==> config.mk <==
export PLATFORM = sky130hd
export DESIGN_NAME = positional_list_engine_unit
export DESIGN_NICKNAME = d
export VERILOG_FILES = /design/src/rtl/ple_pkg.sv /design/src/rtl/ple_cell.sv /design/src/rtl/positional_list_engine_unit.sv
export VERILOG_INCLUDE_DIRS = /design/src /design/src/rtl
export SDC_FILE = /design/constraint.sdc
export NUM_CORES = 1
export LEC_CHECK = 0
export ABC_CLOCK_PERIOD_IN_PS = 6150
export BUFFER_PORTS_ARGS = -buffer_cell sky130_fd_sc_hd__buf_2
export CORE_ASPECT_RATIO = 0.8
export CORE_MARGIN = 2
export CORE_UTILIZATION = 35
export DETAILED_ROUTE_END_ITERATION = 8
export PLACE_DENSITY_LB_ADDON = 0.2
export SYNTH_ARGS = -nofsm -noshare
export SYNTH_HDL_FRONTEND = slang
export SYNTH_SLANG_ARGS = --single-unit
==> constraint.sdc <==
create_clock -name clk_i -period 6.15 [get_ports clk_i]
set_input_delay 1.23 -clock clk_i [delete_from_list [all_inputs] [get_ports clk_i]]
set_output_delay 1.23 -clock clk_i [all_outputs]
set_load 0.02 [all_outputs]
==> src/rtl/positional_list_engine_unit_defines.svh <==
// Assertion macros for the positional list engine.
// Used by the top level only; expects clk_i and rst_ni in scope.
`ifndef POSITIONAL_LIST_ENGINE_UNIT_DEFINES_SVH
`define POSITIONAL_LIST_ENGINE_UNIT_DEFINES_SVH

// Checked only while out of reset
`define PLE_ASSERT(lbl, prop, msg) \
  lbl: assert property (@(posedge clk_i) disable iff (!rst_ni) prop) else $error(msg);

// Checked at every edge, reset included
`define PLE_ASSERT_ALWAYS(lbl, prop, msg) \
  lbl: assert property (@(posedge clk_i) prop) else $error(msg);

`endif

==> src/rtl/ple_pkg.sv <==
// Shared sizes, opcodes and the per-cell control struct of the list engine.
// No dependencies.
package ple_pkg;

  localparam int CAPACITY   = 16;
  localparam int VALUE_BITS = 32;

  // count runs 0..CAPACITY, cell index 0..CAPACITY-1
  localparam int COUNT_BITS = $clog2(CAPACITY + 1);
  localparam int IDX_BITS   = $clog2(CAPACITY);
  // common width for comparing the 5-bit position against the count
  localparam int CMP_BITS   = (COUNT_BITS > 5) ? COUNT_BITS : 5;

  localparam logic [1:0] OP_APPEND = 2'd0;
  localparam logic [1:0] OP_INSERT = 2'd1;
  localparam logic [1:0] OP_ERASE  = 2'd2;
  localparam logic [1:0] OP_READ   = 2'd3;

  // What one cell does in the current cycle
  typedef struct packed {
    logic load;       // take the new value
    logic from_left;  // take the entry of the cell in front (insert shift)
    logic from_right; // take the entry of the cell behind (erase shift)
  } cell_ctrl_t;

endpackage

==> src/rtl/ple_cell.sv <==
// One storage cell of the list chain: holds a single entry.
// Depends on ple_pkg for the value width and the control struct.
module ple_cell import ple_pkg::*; (
  input  logic                  clk_i,
  input  cell_ctrl_t            ctrl_i,
  input  logic [VALUE_BITS-1:0] new_value_i,
  input  logic [VALUE_BITS-1:0] left_value_i,
  input  logic [VALUE_BITS-1:0] right_value_i,
  output logic [VALUE_BITS-1:0] value_o
);

  logic [VALUE_BITS-1:0] value_q, value_d;

  // next entry: load, shift in from a neighbour, or hold
  always_comb begin
    priority if (ctrl_i.load) begin
      value_d = new_value_i;
    end else if (ctrl_i.from_left) begin
      value_d = left_value_i;
    end else if (ctrl_i.from_right) begin
      value_d = right_value_i;
    end else begin
      value_d = value_q;
    end
  end

  // payload only, no reset
  always_ff @(posedge clk_i) begin
    value_q <= value_d;
  end

  assign value_o = value_q;

endmodule

==> src/rtl/positional_list_engine_unit.sv <==
// Top level of the positional list engine: request decode, cell chain,
// count register and result register. Depends on ple_pkg, ple_cell and
// positional_list_engine_unit_defines.svh.

// Ordered list of up to CAPACITY signed entries held in a row of cells.
// Each request (append, insert, erase, read) is handled whole: on an
// insert or erase the cells from the position on move their entries one
// place to or from a neighbour in parallel, so a new request is taken every
// cycle while the result register is empty or being drained. Results are
// registered, out in the cycle after the request. Refused requests leave
// the list untouched and set rejected; read_data is 0 but for a read in range.
`include "positional_list_engine_unit_defines.svh"

module positional_list_engine_unit import ple_pkg::*; (
  input  logic               clk_i,
  input  logic               rst_ni,
  // request channel
  input  logic               in_valid_i,
  output logic               in_ready_o,
  input  logic [1:0]         op_i,
  input  logic [4:0]         position_i,
  input  logic signed [31:0] item_value_i,
  // result channel
  output logic               out_valid_o,
  input  logic               out_ready_i,
  output logic signed [31:0] read_data_o,
  output logic [4:0]         entry_count_o,
  output logic               rejected_o
);

  logic                  accept;
  logic [COUNT_BITS-1:0] count_q, count_d;
  logic [CMP_BITS-1:0]   pos_ext, cnt_ext;
  logic                  full, pos_le_cnt, pos_lt_cnt;
  logic                  ok, rej;
  logic [VALUE_BITS-1:0] new_value;
  logic [VALUE_BITS-1:0] cell_value [CAPACITY];
  cell_ctrl_t            cell_ctrl  [CAPACITY];
  logic signed [31:0]    rd_value;

  logic                  out_valid_q;
  logic signed [31:0]    read_data_q;
  logic [4:0]            entry_count_q;
  logic                  rejected_q;

  // handshake: result register parts the two sides
  assign in_ready_o = !out_valid_q || out_ready_i;
  assign accept     = in_valid_i && in_ready_o;

  // range checks
  assign pos_ext    = CMP_BITS'(position_i);
  assign cnt_ext    = CMP_BITS'(count_q);
  assign full       = (count_q == COUNT_BITS'(CAPACITY));
  assign pos_le_cnt = (pos_ext <= cnt_ext);
  assign pos_lt_cnt = (pos_ext < cnt_ext);
  assign new_value  = VALUE_BITS'(item_value_i);

  always_comb begin
    unique case (op_i)
      OP_APPEND: ok = !full;
      OP_INSERT: ok = pos_le_cnt && !full;
      OP_ERASE:  ok = pos_lt_cnt;
      OP_READ:   ok = pos_lt_cnt;
      default:   ok = 1'b0;
    endcase
  end
  assign rej = !ok;

  // count update
  always_comb begin
    count_d = count_q;
    if (accept && ok) begin
      unique case (op_i)
        OP_APPEND, OP_INSERT: count_d = count_q + COUNT_BITS'(1);
        OP_ERASE:             count_d = count_q - COUNT_BITS'(1);
        default:              count_d = count_q;
      endcase
    end
  end

  always_ff @(posedge clk_i or negedge rst_ni) begin
    if (!rst_ni) begin
      count_q <= '0;
    end else begin
      count_q <= count_d;
    end
  end

  // per-cell control and the chain itself
  for (genvar i = 0; i < CAPACITY; i++) begin : g_cell
    localparam logic [CMP_BITS-1:0] Idx = CMP_BITS'(i);
    logic                  go;
    logic [VALUE_BITS-1:0] left_v, right_v;

    assign go = accept && ok;

    always_comb begin
      cell_ctrl[i] = '0;
      if (go) begin
        unique case (op_i)
          OP_APPEND: cell_ctrl[i].load = (Idx == cnt_ext);
          OP_INSERT: begin
            cell_ctrl[i].load      = (Idx == pos_ext);
            cell_ctrl[i].from_left = (Idx > pos_ext);
          end
          // entries past the end may shift too; they are never seen
          OP_ERASE:  cell_ctrl[i].from_right = (Idx >= pos_ext);
          default:   cell_ctrl[i] = '0;
        endcase
      end
    end

    if (i == 0) begin : g_first
      assign left_v = '0;
    end else begin : g_left
      assign left_v = cell_value[i-1];
    end
    if (i == CAPACITY - 1) begin : g_last
      assign right_v = '0;
    end else begin : g_right
      assign right_v = cell_value[i+1];
    end

    ple_cell u_cell (
      .clk_i         (clk_i),
      .ctrl_i        (cell_ctrl[i]),
      .new_value_i   (new_value),
      .left_value_i  (left_v),
      .right_value_i (right_v),
      .value_o       (cell_value[i])
    );
  end

  // read port: one selected cell, sign-extended
  always_comb begin
    rd_value = '0;
    if (op_i == OP_READ && ok) begin
      rd_value = 32'($signed(cell_value[pos_ext[IDX_BITS-1:0]]));
    end
  end

  // result register
  always_ff @(posedge clk_i or negedge rst_ni) begin
    if (!rst_ni) begin
      out_valid_q <= 1'b0;
    end else if (in_ready_o) begin
      out_valid_q <= accept;
    end
  end

  always_ff @(posedge clk_i) begin
    if (accept) begin
      read_data_q   <= rd_value;
      entry_count_q <= 5'(count_d);
      rejected_q    <= rej;
    end
  end

  assign out_valid_o   = out_valid_q;
  assign read_data_o   = read_data_q;
  assign entry_count_o = entry_count_q;
  assign rejected_o    = rejected_q;

  // checks
  `PLE_ASSERT_ALWAYS(a_count_bound, !rst_ni || (count_q <= COUNT_BITS'(CAPACITY)), "count above capacity")
  `PLE_ASSERT(a_accept_result, accept |=> out_valid_o, "accepted request gave no result")
  `PLE_ASSERT(a_reject_hold, (accept && rej) |=> $stable(count_q), "refused request moved count")
  `PLE_ASSERT(a_reject_zero, (out_valid_o && rejected_o) |-> (read_data_o == 32'sd0), "refused request returned data")

endmodule

Yosys cells after proc, flatten, opt, wreduce, memory -nomap -nowiden
Index checks and enable logic that the tools add are counted.
{"block": "totals", "out_inout_bits": 40, "regBits": 556}
{"block": "classes", "n_mux": 118, "add_sub_neg": 2, "reduce_logical": 29, "n_lt_le_gt_ge": 35, "bitwise": 1, "n_eq_ne": 34}
{"operator": "$mux 32", "n": 50}
{"operator": "$bmux 32 s4", "n": 1}
{"operator": "$eq 4x5->1 const A", "n": 16}
{"operator": "$mux 3", "n": 16}
{"operator": "$reduce_bool 3->1", "n": 16}
{"operator": "$eq 3x5->1 const A", "n": 8}
{"operator": "$ge 4x5->1 const A", "n": 8}
{"operator": "$gt 4x5->1 const A", "n": 8}
{"operator": "$mux 1", "n": 32}
{"operator": "$pmux 1 s2", "n": 16}
{"operator": "$eq 2x5->1 const A", "n": 4}
{"operator": "$ge 3x5->1 const A", "n": 4}
{"operator": "$gt 3x5->1 const A", "n": 4}
{"operator": "$eq 1x5->1 const A", "n": 2}
{"operator": "$ge 1x5->1 const A", "n": 2}
{"operator": "$ge 2x5->1 const A", "n": 2}
{"operator": "$gt 1x5->1 const A", "n": 2}
{"operator": "$gt 2x5->1 const A", "n": 2}
{"operator": "$logic_not 5->1", "n": 2}
{"operator": "$pmux 5 s2", "n": 1}
{"operator": "$add 5x1->5 const B", "n": 1}
{"operator": "$eq 5x5->1 const B", "n": 1}
{"operator": "$ge 5x5->1 const B", "n": 1}
{"operator": "$le 5x5->1", "n": 1}
{"operator": "other kinds (12)", "n": 19}

Logic depth before layout (Yosys ltp)
Gate-level depths: netlist of the first run.
{"block": "logic_depth", "ltp_word": 9, "mapped_depth": 13}

Cells and area by module
Synthesis of the first run repeated with hierarchy kept, for this count alone.
{"block": "hier_totals", "cells_unflattened": 2965, "area_unflattened_um2": 33503.4}
{"mod": "ple_cell", "area_each_um2": 1672.9, "cells_per_inst": 140, "seq_area_each_um2": 960.9, "instances": 16}
{"mod": "positional_list_engine_unit", "area_each_um2": 6737.7, "cells_per_inst": 725, "seq_area_each_um2": 1291.2, "instances": 1}

Worst setup path before layout of the first run
OpenSTA, ideal clock, no wires.
{"block": "synth_timing", "path_type": "input to register", "from": "in out_ready_i", "to": "reg g_cell[3].u_cell.value_q[0] (enable)", "setup_slack_ns": 0.373, "t_arrival_ns": 5.312, "cell_stages": 7, "cell_sequence": "nor2b_1 inv_1 nand2_1 inv_1 nand3_1 or3_1 o21ai_0"}
{"block": "synth_between", "elab_chain_cells": 5}
{"element": "from (decl)", "line_no": "positional_list_engine_unit.sv:25", "text": "input logic out_ready_i,"}
{"element": "$logic_or 1x1->1", "line_no": "positional_list_engine_unit.sv:47", "text": "assign in_ready_o = !out_valid_q || out_ready_i;"}
{"element": "net in_ready_o", "line_no": "positional_list_engine_unit.sv:19", "text": "output logic in_ready_o,"}
{"element": "$logic_and 1x1->1", "line_no": "positional_list_engine_unit.sv:48", "text": "assign accept = in_valid_i && in_ready_o;"}
{"element": "net accept", "line_no": "positional_list_engine_unit.sv:31", "text": "logic accept;"}
{"element": "$logic_and 1x1->1", "line_no": "positional_list_engine_unit.sv:95", "text": "assign go = accept && ok;"}
{"element": "$mux 3", "line_no": "positional_list_engine_unit.sv:99", "text": "if (go) begin"}
{"element": "$reduce_bool 3->1 (no source line)"}
{"element": "to (signal assigned)", "line_no": "ple_cell.sv:29", "text": "value_q <= value_d;"}
{"element": "to (decl)", "line_no": "ple_cell.sv:12", "text": "logic [VALUE_BITS-1:0] value_q, value_d;"}
The timed path passes the listed nets, and every way through them passes these cells.
A chain may end at the register's enable or synchronous reset.

Worst setup path after layout of the first run
{"block": "layout_timing", "from": "in position_i[1]", "to": "reg g_cell[9].u_cell.value_q[19] (enable)"}
{"block": "layout_between", "elab_chain_cells": 6}
{"element": "from (decl)", "line_no": "positional_list_engine_unit.sv:21", "text": "input logic [4:0] position_i,"}
{"element": "$le 5x5->1", "line_no": "positional_list_engine_unit.sv:54", "text": "assign pos_le_cnt = (pos_ext <= cnt_ext);"}
{"element": "$logic_and 1x1->1", "line_no": "positional_list_engine_unit.sv:61", "text": "OP_INSERT: ok = pos_le_cnt && !full;"}
{"element": "$pmux 1 s3", "line_no": "positional_list_engine_unit.sv:59", "text": "unique case (op_i)"}
{"element": "$logic_and 1x1->1", "line_no": "positional_list_engine_unit.sv:95"}
{"element": "$mux 3 (*)", "line_no": "positional_list_engine_unit.sv:99"}
{"element": "$reduce_bool 3->1 (no source line) (*)"}
{"element": "to (signal assigned)", "line_no": "ple_cell.sv:29"}
{"element": "to (decl)", "line_no": "ple_cell.sv:12"}
Every way passes the cells marked *; elsewhere a longest branch is shown, timed or not.

==> results of run 1 <==
-- metrics by stage --
stage               power [mW]  utilization [%]
CTS                       9.31             38.7
finish                    9.27             38.7
global placement          5.72             36.7
floorplan                 5.31                -
global route              9.55             38.7
detailed placement        5.74             36.7
-- cell usage in the layout (no fill, tap or decap), types with 38 or more instances in the layout --
master,n
o21ai_1,65
o22ai_1,42
a31oi_1,195
o21ai_0,99
nand2_1,560
mux2i_1,225
edfxtp_1,550
clkbuf_16,61
buf_2,79
buf_4,81
a21oi_1,70
mux4_2,160
nor2b_1,38
nor2_1,335
-- cells by family after synthesis --
logic type | Yosys count
muxes | 417
adders and majority gates | 11
and+or+nand+nor | 1020
DFF | 556
AOI/OAI and AO/OA | 528
buffers and inverters | 308
xor gates and xnor gates | 3
-- report_power, final --
group | switching, mW | internal [mW] | leakage, nW
Combinational | 0.787 | 0.410 | 5.36
Clock | 1.64 | 1.94 | 0.896
Sequential | 0.124 | 4.36 | 5.08
-- final cells by class --
cell class,count,area (um^2)
timing repair buffer,167,1130
clock inverter,31,253
fill,8652,55700
antenna,1,2.50
tap,1212,1520
inverter,13,48.8
multi-input combinational,1979,14000
sequential,556,16700
clock buffer,77,1590
-- registers in the layout, summed over array words and instances (netlist names) --
register / flops
cnt_ext: 5
entry_count_o: 5
g_cell.u_cell.value_o: 512
out_valid_o: 1
read_data_o: 32
rejected_o: 1
-- path summary, 6_finish.rpt --
check / from / endpoint / slack, ns / cells past startpoint
setup / recovery: position_i[1] / g_cell[9].u_cell.value_o[19] / 1.67 / 9
hold / removal: rst_ni / out_valid_o / 0.38 / 1
setup reg to reg: cnt_ext[0] / g_cell[12].u_cell.value_o[10] / 1.95 / 7
hold reg to reg: g_cell[0].u_cell.value_o[3] / g_cell[1].u_cell.value_o[3] / 0.60 / 2
max in group asynchronous: rst_ni / cnt_ext[0] / 5.62 / 1
min in group clk_i: g_cell[0].u_cell.value_o[3] / g_cell[1].u_cell.value_o[3] / 0.60 / 2
-- per-layer routing --
layer,global-route usage (%),vias to the layer above
met4,8.19,2
met1,36.0,12400
met5,0,-
met2,37.0,1652
met3,6.07,250
li1,-,10410
==> metrics, run 1 <==
clock transition at the registers of the reported paths 0.06 ns; total of warnings raised by yosys 0; data arrival time of the worst path 4.78 ns; total track usage 25.0%; total gr overflow 0; Fin. Hold Viols 0; leakage power 11.3 nW; number of cells after detailed placement 3,927; post-cts sizing count 0; die height 275 um; Clock Latency Late Sink 0.67 ns; Residual DRC 0; initial antenna violation count 3; ANT nets after route 0; first-pass GRT wire length 171 mm; area leader, netlist edfxtp_1; CP required 6.45 ns; vias per std cell 6.12; top post-synthesis cells by count nand2_1, edfxtp_1, nor2_1, mux2i_1, a31oi_1; fin nets 2,832; fin cells 4,036; cts-stage hold buffer count 0; dpl hpwl 70.4 mm; unrepaired setup endpoints after global routing false; final setup fails 0; highest metal used met5; drt initial violations 3,341; WL met3 13.7 mm; complex-gate fraction of the synthesized area 9.81%; multiplexer share of the synthesized area 19.4%; Cell Pwr Density 263 nW/um^2; top cells by area, synth edfxtp_1, mux4_2, mux2i_1; setup repair bufs after CTS 0; largest fanout on the critical path 46; final setup skew 0.0145 ns; post-place instance area 33,400 um^2; hold slack 0.378 ns; largest family of logic cells by synthesized area multiplexers; Post-synth EDFFs 550; largest buffer count on any clock path 3; Buffers on Ports 82; CP cell instances clkbuf_8 -> ha_1 -> nor2b_1 -> o21bai_1 -> a21o_1 -> buf_4 -> nand3_2 -> o211ai_1 -> buf_4; Post-Synth XOR/XNOR Area 0.0820%; Avg Inst Size Synth 11.3 um^2; Tmin final 4.48 ns; DRT Wirelength 119 mm; Syn Std Cell Area 32,000 um^2; Place WS 1.05 ns; fin crit share 72.9%; synthesized-area fraction occupied by and/or/nand/nor cells 13.2%; vias in the first global route 23,711; largest net degree at the start of global routing 65; Post-Synth Adder-Cell Area 0.429%; clock sinks 556; CTS root buf clkbuf_16; WS Path Type in2reg; Worst setup SP type input pin; drt pass-1 iters 6; worst slew pin tran 1.20 ns; share of the synthesized area in the top cell type 51.5%; number of distinct library cells after synthesis 59; Worst Hold Class in2async; I/O pins 83; mean routed wirelength per cell 29.6 um; wire length on met1 50.4 mm; CP top delay family buffers and inverters; Most common cell on crit path buf_4; slowest stage delay, CP 0.59 ns; Post-Layout Inst Area 35,200 um^2; Peak VDD IR 0.000256 V; outcome finished clean; Setup TNS 0 ns; final setup margin 1.67 ns; core footprint 90,900 um^2; Area Overhead vs Synth 9.90%; RD Place Congestion 0.880; Async SR Flop Fraction 1.08%; routed via count 24,714; Site Rows 99; final-report max-slew violation count 0; max-cap violation count 0; ratio of cells with drive above 1 in the final layout 17.8%; met2 WL 51.1 mm; Initial Utilization 35.2%; slew margin rel. 20.0%; Die W 342 um; CTS tree yes; Yosys reg bits 556; FMAX 0.223 GHz; DIE AREA 94,000 um^2; synthesized net count 2,897; CTS H-tree lvls 2; crit path capture type flop; Mapped Cells 2,843; CP bufs+invs 3; sequential element share of the synthesized area 52.0%; Slowest cell on crit path nand3_2; total CTS buffers 61; top-count cell post-synth nand2_1; Synth Flop Type edfxtp_1
(Power assumes the default switching activity.)
==> inputs of run 2 (changes only) <==
--- a/config.mk
+++ b/config.mk
@@ -6,7 +6,7 @@
 export SDC_FILE = /design/constraint.sdc
 export NUM_CORES = 1
 export LEC_CHECK = 0
-export ABC_CLOCK_PERIOD_IN_PS = 6150
+export ABC_CLOCK_PERIOD_IN_PS = 4000
 export BUFFER_PORTS_ARGS = -buffer_cell sky130_fd_sc_hd__buf_2
 export CORE_ASPECT_RATIO = 0.8
 export CORE_MARGIN = 2
==> constraint.sdc (replaced) <==
create_clock -name clk_i -period 4 [get_ports clk_i]
set_input_delay 0.8 -clock clk_i [delete_from_list [all_inputs] [get_ports clk_i]]
set_output_delay 0.8 -clock clk_i [all_outputs]
set_load 0.02 [all_outputs]
==> metrics, run 2 (synthesized netlist as in run 1, its figures left out) <==
outcome finished clean (unchanged); mean routed wirelength per cell 27.7 um (was 29.6 um); CTS root buf clkbuf_16 (unchanged); CP bufs+invs 3 (unchanged); ANT nets after route 0 (unchanged); Residual DRC 0 (unchanged); CTS tree yes (unchanged); max reg flops 512 (unchanged); Slowest cell on crit path and3_2 (was nand3_2); total CTS buffers 59 (was 61); slew margin rel. 25.4% (was 20.0%); Die W 342 um (unchanged); Tmin final 3.54 ns; total power draw 14.2 mW (was 9.27 mW); fin nets 2,841 (was 2,832); combinational share of power 13.0% (was 12.9%); crit path capture type flop (unchanged); Buffers on Ports 82 (unchanged); Internal Dissipation 10.4 mW (was 6.71 mW); vias in the first global route 23,567 (was 23,711); Site Rows 99 (unchanged); CP cell instances inv_1 -> ha_1 -> inv_1 -> o211a_1 -> buf_4 -> and2_4 -> and3_2 -> nand2_1 -> a31oi_1 (was clkbuf_8 -> ha_1 -> nor2b_1 -> o21bai_1 -> a21o_1 -> buf_4 -> nand3_2 -> o211ai_1 -> buf_4); RD Place Congestion 0.852 (was 0.880); clock sinks 556 (unchanged); CP top delay family simple AND/OR/NAND/NOR gates (was buffers and inverters); Fin. Hold Viols 0 (unchanged); met1 Track Usage GR 34.8% (was 36.0%); slowest stage delay, CP 0.93 ns (was 0.59 ns); total track usage 23.6% (was 25.0%); unrepaired setup endpoints after global routing false (unchanged); data arrival time of the worst path 4.02 ns (was 4.78 ns); Clock Latency Late Sink 0.66 ns (was 0.67 ns); routed via count 24,389 (was 24,714); largest buffer count on any clock path 3 (unchanged); Worst Hold Class in2reg (was in2async); drt initial violations 2,962 (was 3,341); Area Overhead vs Synth 11.2% (was 9.90%); Worst setup SP type flop (was input pin); drt pass-1 iters 6 (unchanged); DRT Wirelength 112 mm (was 119 mm); sequential power share 48.4% (about the same); largest net degree at the start of global routing 113 (was 65); first-pass GRT wire length 164 mm (was 171 mm); Place WS 0.296 ns (was 1.05 ns); WS Path Type reg2reg (was in2reg); Ant. Diodes 0 (was 1); sw frac 26.9% (was 27.6%); Initial Utilization 35.2% (unchanged); total gr overflow 0 (unchanged); Most common cell on crit path inv_1 (was buf_4); leakage power 11.5 nW (was 11.3 nW); met2 global-route usage 35.1% (was 37.0%); commonest non-fill, non-tap cell in the layout nand2_1 (unchanged); gr busiest metal met2 (unchanged); CTS H-tree lvls 2 (unchanged); dpl hpwl 67.5 mm (was 70.4 mm); I/O pins 83 (unchanged); initial antenna violation count 1 (was 3); post-cts sizing count 0 (unchanged); largest fanout on the critical path 32 (was 46); Final Util 39.2% (was 38.7%); final-report max-slew violation count 0 (unchanged); core footprint 90,900 um^2 (unchanged); CP required 4.48 ns (was 6.45 ns); die height 275 um (unchanged); final setup fails 0 (unchanged); FMAX 0.283 GHz; Post-Layout Inst Area 35,600 um^2 (was 35,200 um^2); vias per std cell 6.03 (was 6.12); Cell Pwr Density 400 nW/um^2 (was 263 nW/um^2); met3 Use GR 4.22% (was 6.07%); ratio of cells with drive above 1 in the final layout 18.1% (was 17.8%); fin cells 4,047 (was 4,036); number of cells after detailed placement 3,937 (was 3,927); max-cap violation count 0 (unchanged); power share of the clock group 38.6% (was 38.7%); commonest cells after routing, fill and taps aside nand2_1, edfxtp_1, nor2_1 (unchanged); worst slew pin tran 1.12 ns (was 1.20 ns); fin crit share 88.4%; final setup skew 0.0231 ns (was 0.0145 ns); clock transition at the registers of the reported paths 0.06 ns (about the same); Peak VDD IR 0.000324 V (was 0.000256 V); DIE AREA 94,000 um^2 (unchanged); post-place instance area 33,800 um^2 (was 33,400 um^2); Sw Pwr 3.83 mW (was 2.55 mW); final setup margin 0.464 ns (was 1.67 ns)
-- run 2: changes by cell type in the layout (fill, tap and decap cells not counted), sizes merged --
| cell | previous run | this run |
|---|---|---|
| bufinv | 3 | 4 |
| buf | 165 | 175 |
| clkinv | 24 | 22 |
| diode | 1 | 0 |
| inv | 15 | 13 |
| dlygate4sd3 | 0 | 1 |
| clkbuf | 79 | 84 |
| clkinvlp | 2 | 1 |
-- run 2: timing repair --
action	CTS	global route
hold buffers	1	0
endpoints found under the hold margin	6	0
setup buffers	0	0
-- run 2: layout make-up --
type | instances | area [um^2]
Clock buffer | 82 | 1610
Inverter | 13 | 52.6
Clock inverter | 27 | 236
Timing Repair Buffer | 178 | 1540
Fill cell | 8614 | 55300
Multi-Input combinational cell | 1979 | 14000
Sequential cell | 556 | 16700
Tap cell | 1212 | 1520
-- run 2: metrics by stage --
step / hold WS (ns) / TNS, ns
finish: 0.410 / 0
CTS: 0.377 / 0
detailed placement: 0.579 / 0
global placement: 0.551 / 0
global route: 0.435 / 0
floorplan: 0.504 / -4.96
-- run 2: worst paths after layout --
| path | endpoint | depth (start not counted) | slack, ns | from |
|---|---|---|---|---|
| min reg2reg | g_cell[1].u_cell.value_o[24] | 2 | 0.59 | g_cell[0].u_cell.value_o[24] |
| max | g_cell[9].u_cell.value_o[12] | 9 | 0.46 | cnt_ext[0] |
| min in group asynchronous | cnt_ext[1] | 2 | 0.51 | rst_ni |
| max reg2reg | g_cell[9].u_cell.value_o[12] | 9 | 0.46 | cnt_ext[0] |
| min | out_valid_o | 3 | 0.41 | in_valid_i |
| max in group asynchronous | cnt_ext[0] | 2 | 3.33 | rst_ni |
-- run 2: worst register-to-register path: cells and delay by family (launching register included) --
kind,cells,cell delay [ns]
fa+ha+maj,1,0.23
flops,1,0.50
compound gates,2,0.83
simple gates,3,1.28
buf+inv,3,0.53
-- run 2: power by group through the flow --
| stage | Sequential (mW) | Clock, mW | Combinational, mW |
|---|---|---|---|
| after CTS | 6.89 | 5.60 | 1.85 |
| after floorplan | 6.98 | 0 | 1.19 |
| final | 6.89 | 5.49 | 1.86 |
| after global placement | 7.01 | 0 | 1.82 |
| after detailed placement | 7.02 | 0 | 1.84 |
| after global routing | 6.92 | 5.81 | 1.99 |
-- run 2: per-layer routing --
metal | share of wire (%) | up-vias | wire length [um]
met3 | 10 | 199 | 11700
li1 | - | 10436 | -
met4 | 2.8 | 2 | 3110
met2 | 43 | 1538 | 48400
met5 | 0.014 | - | 16
met1 | 44 | 12214 | 49100
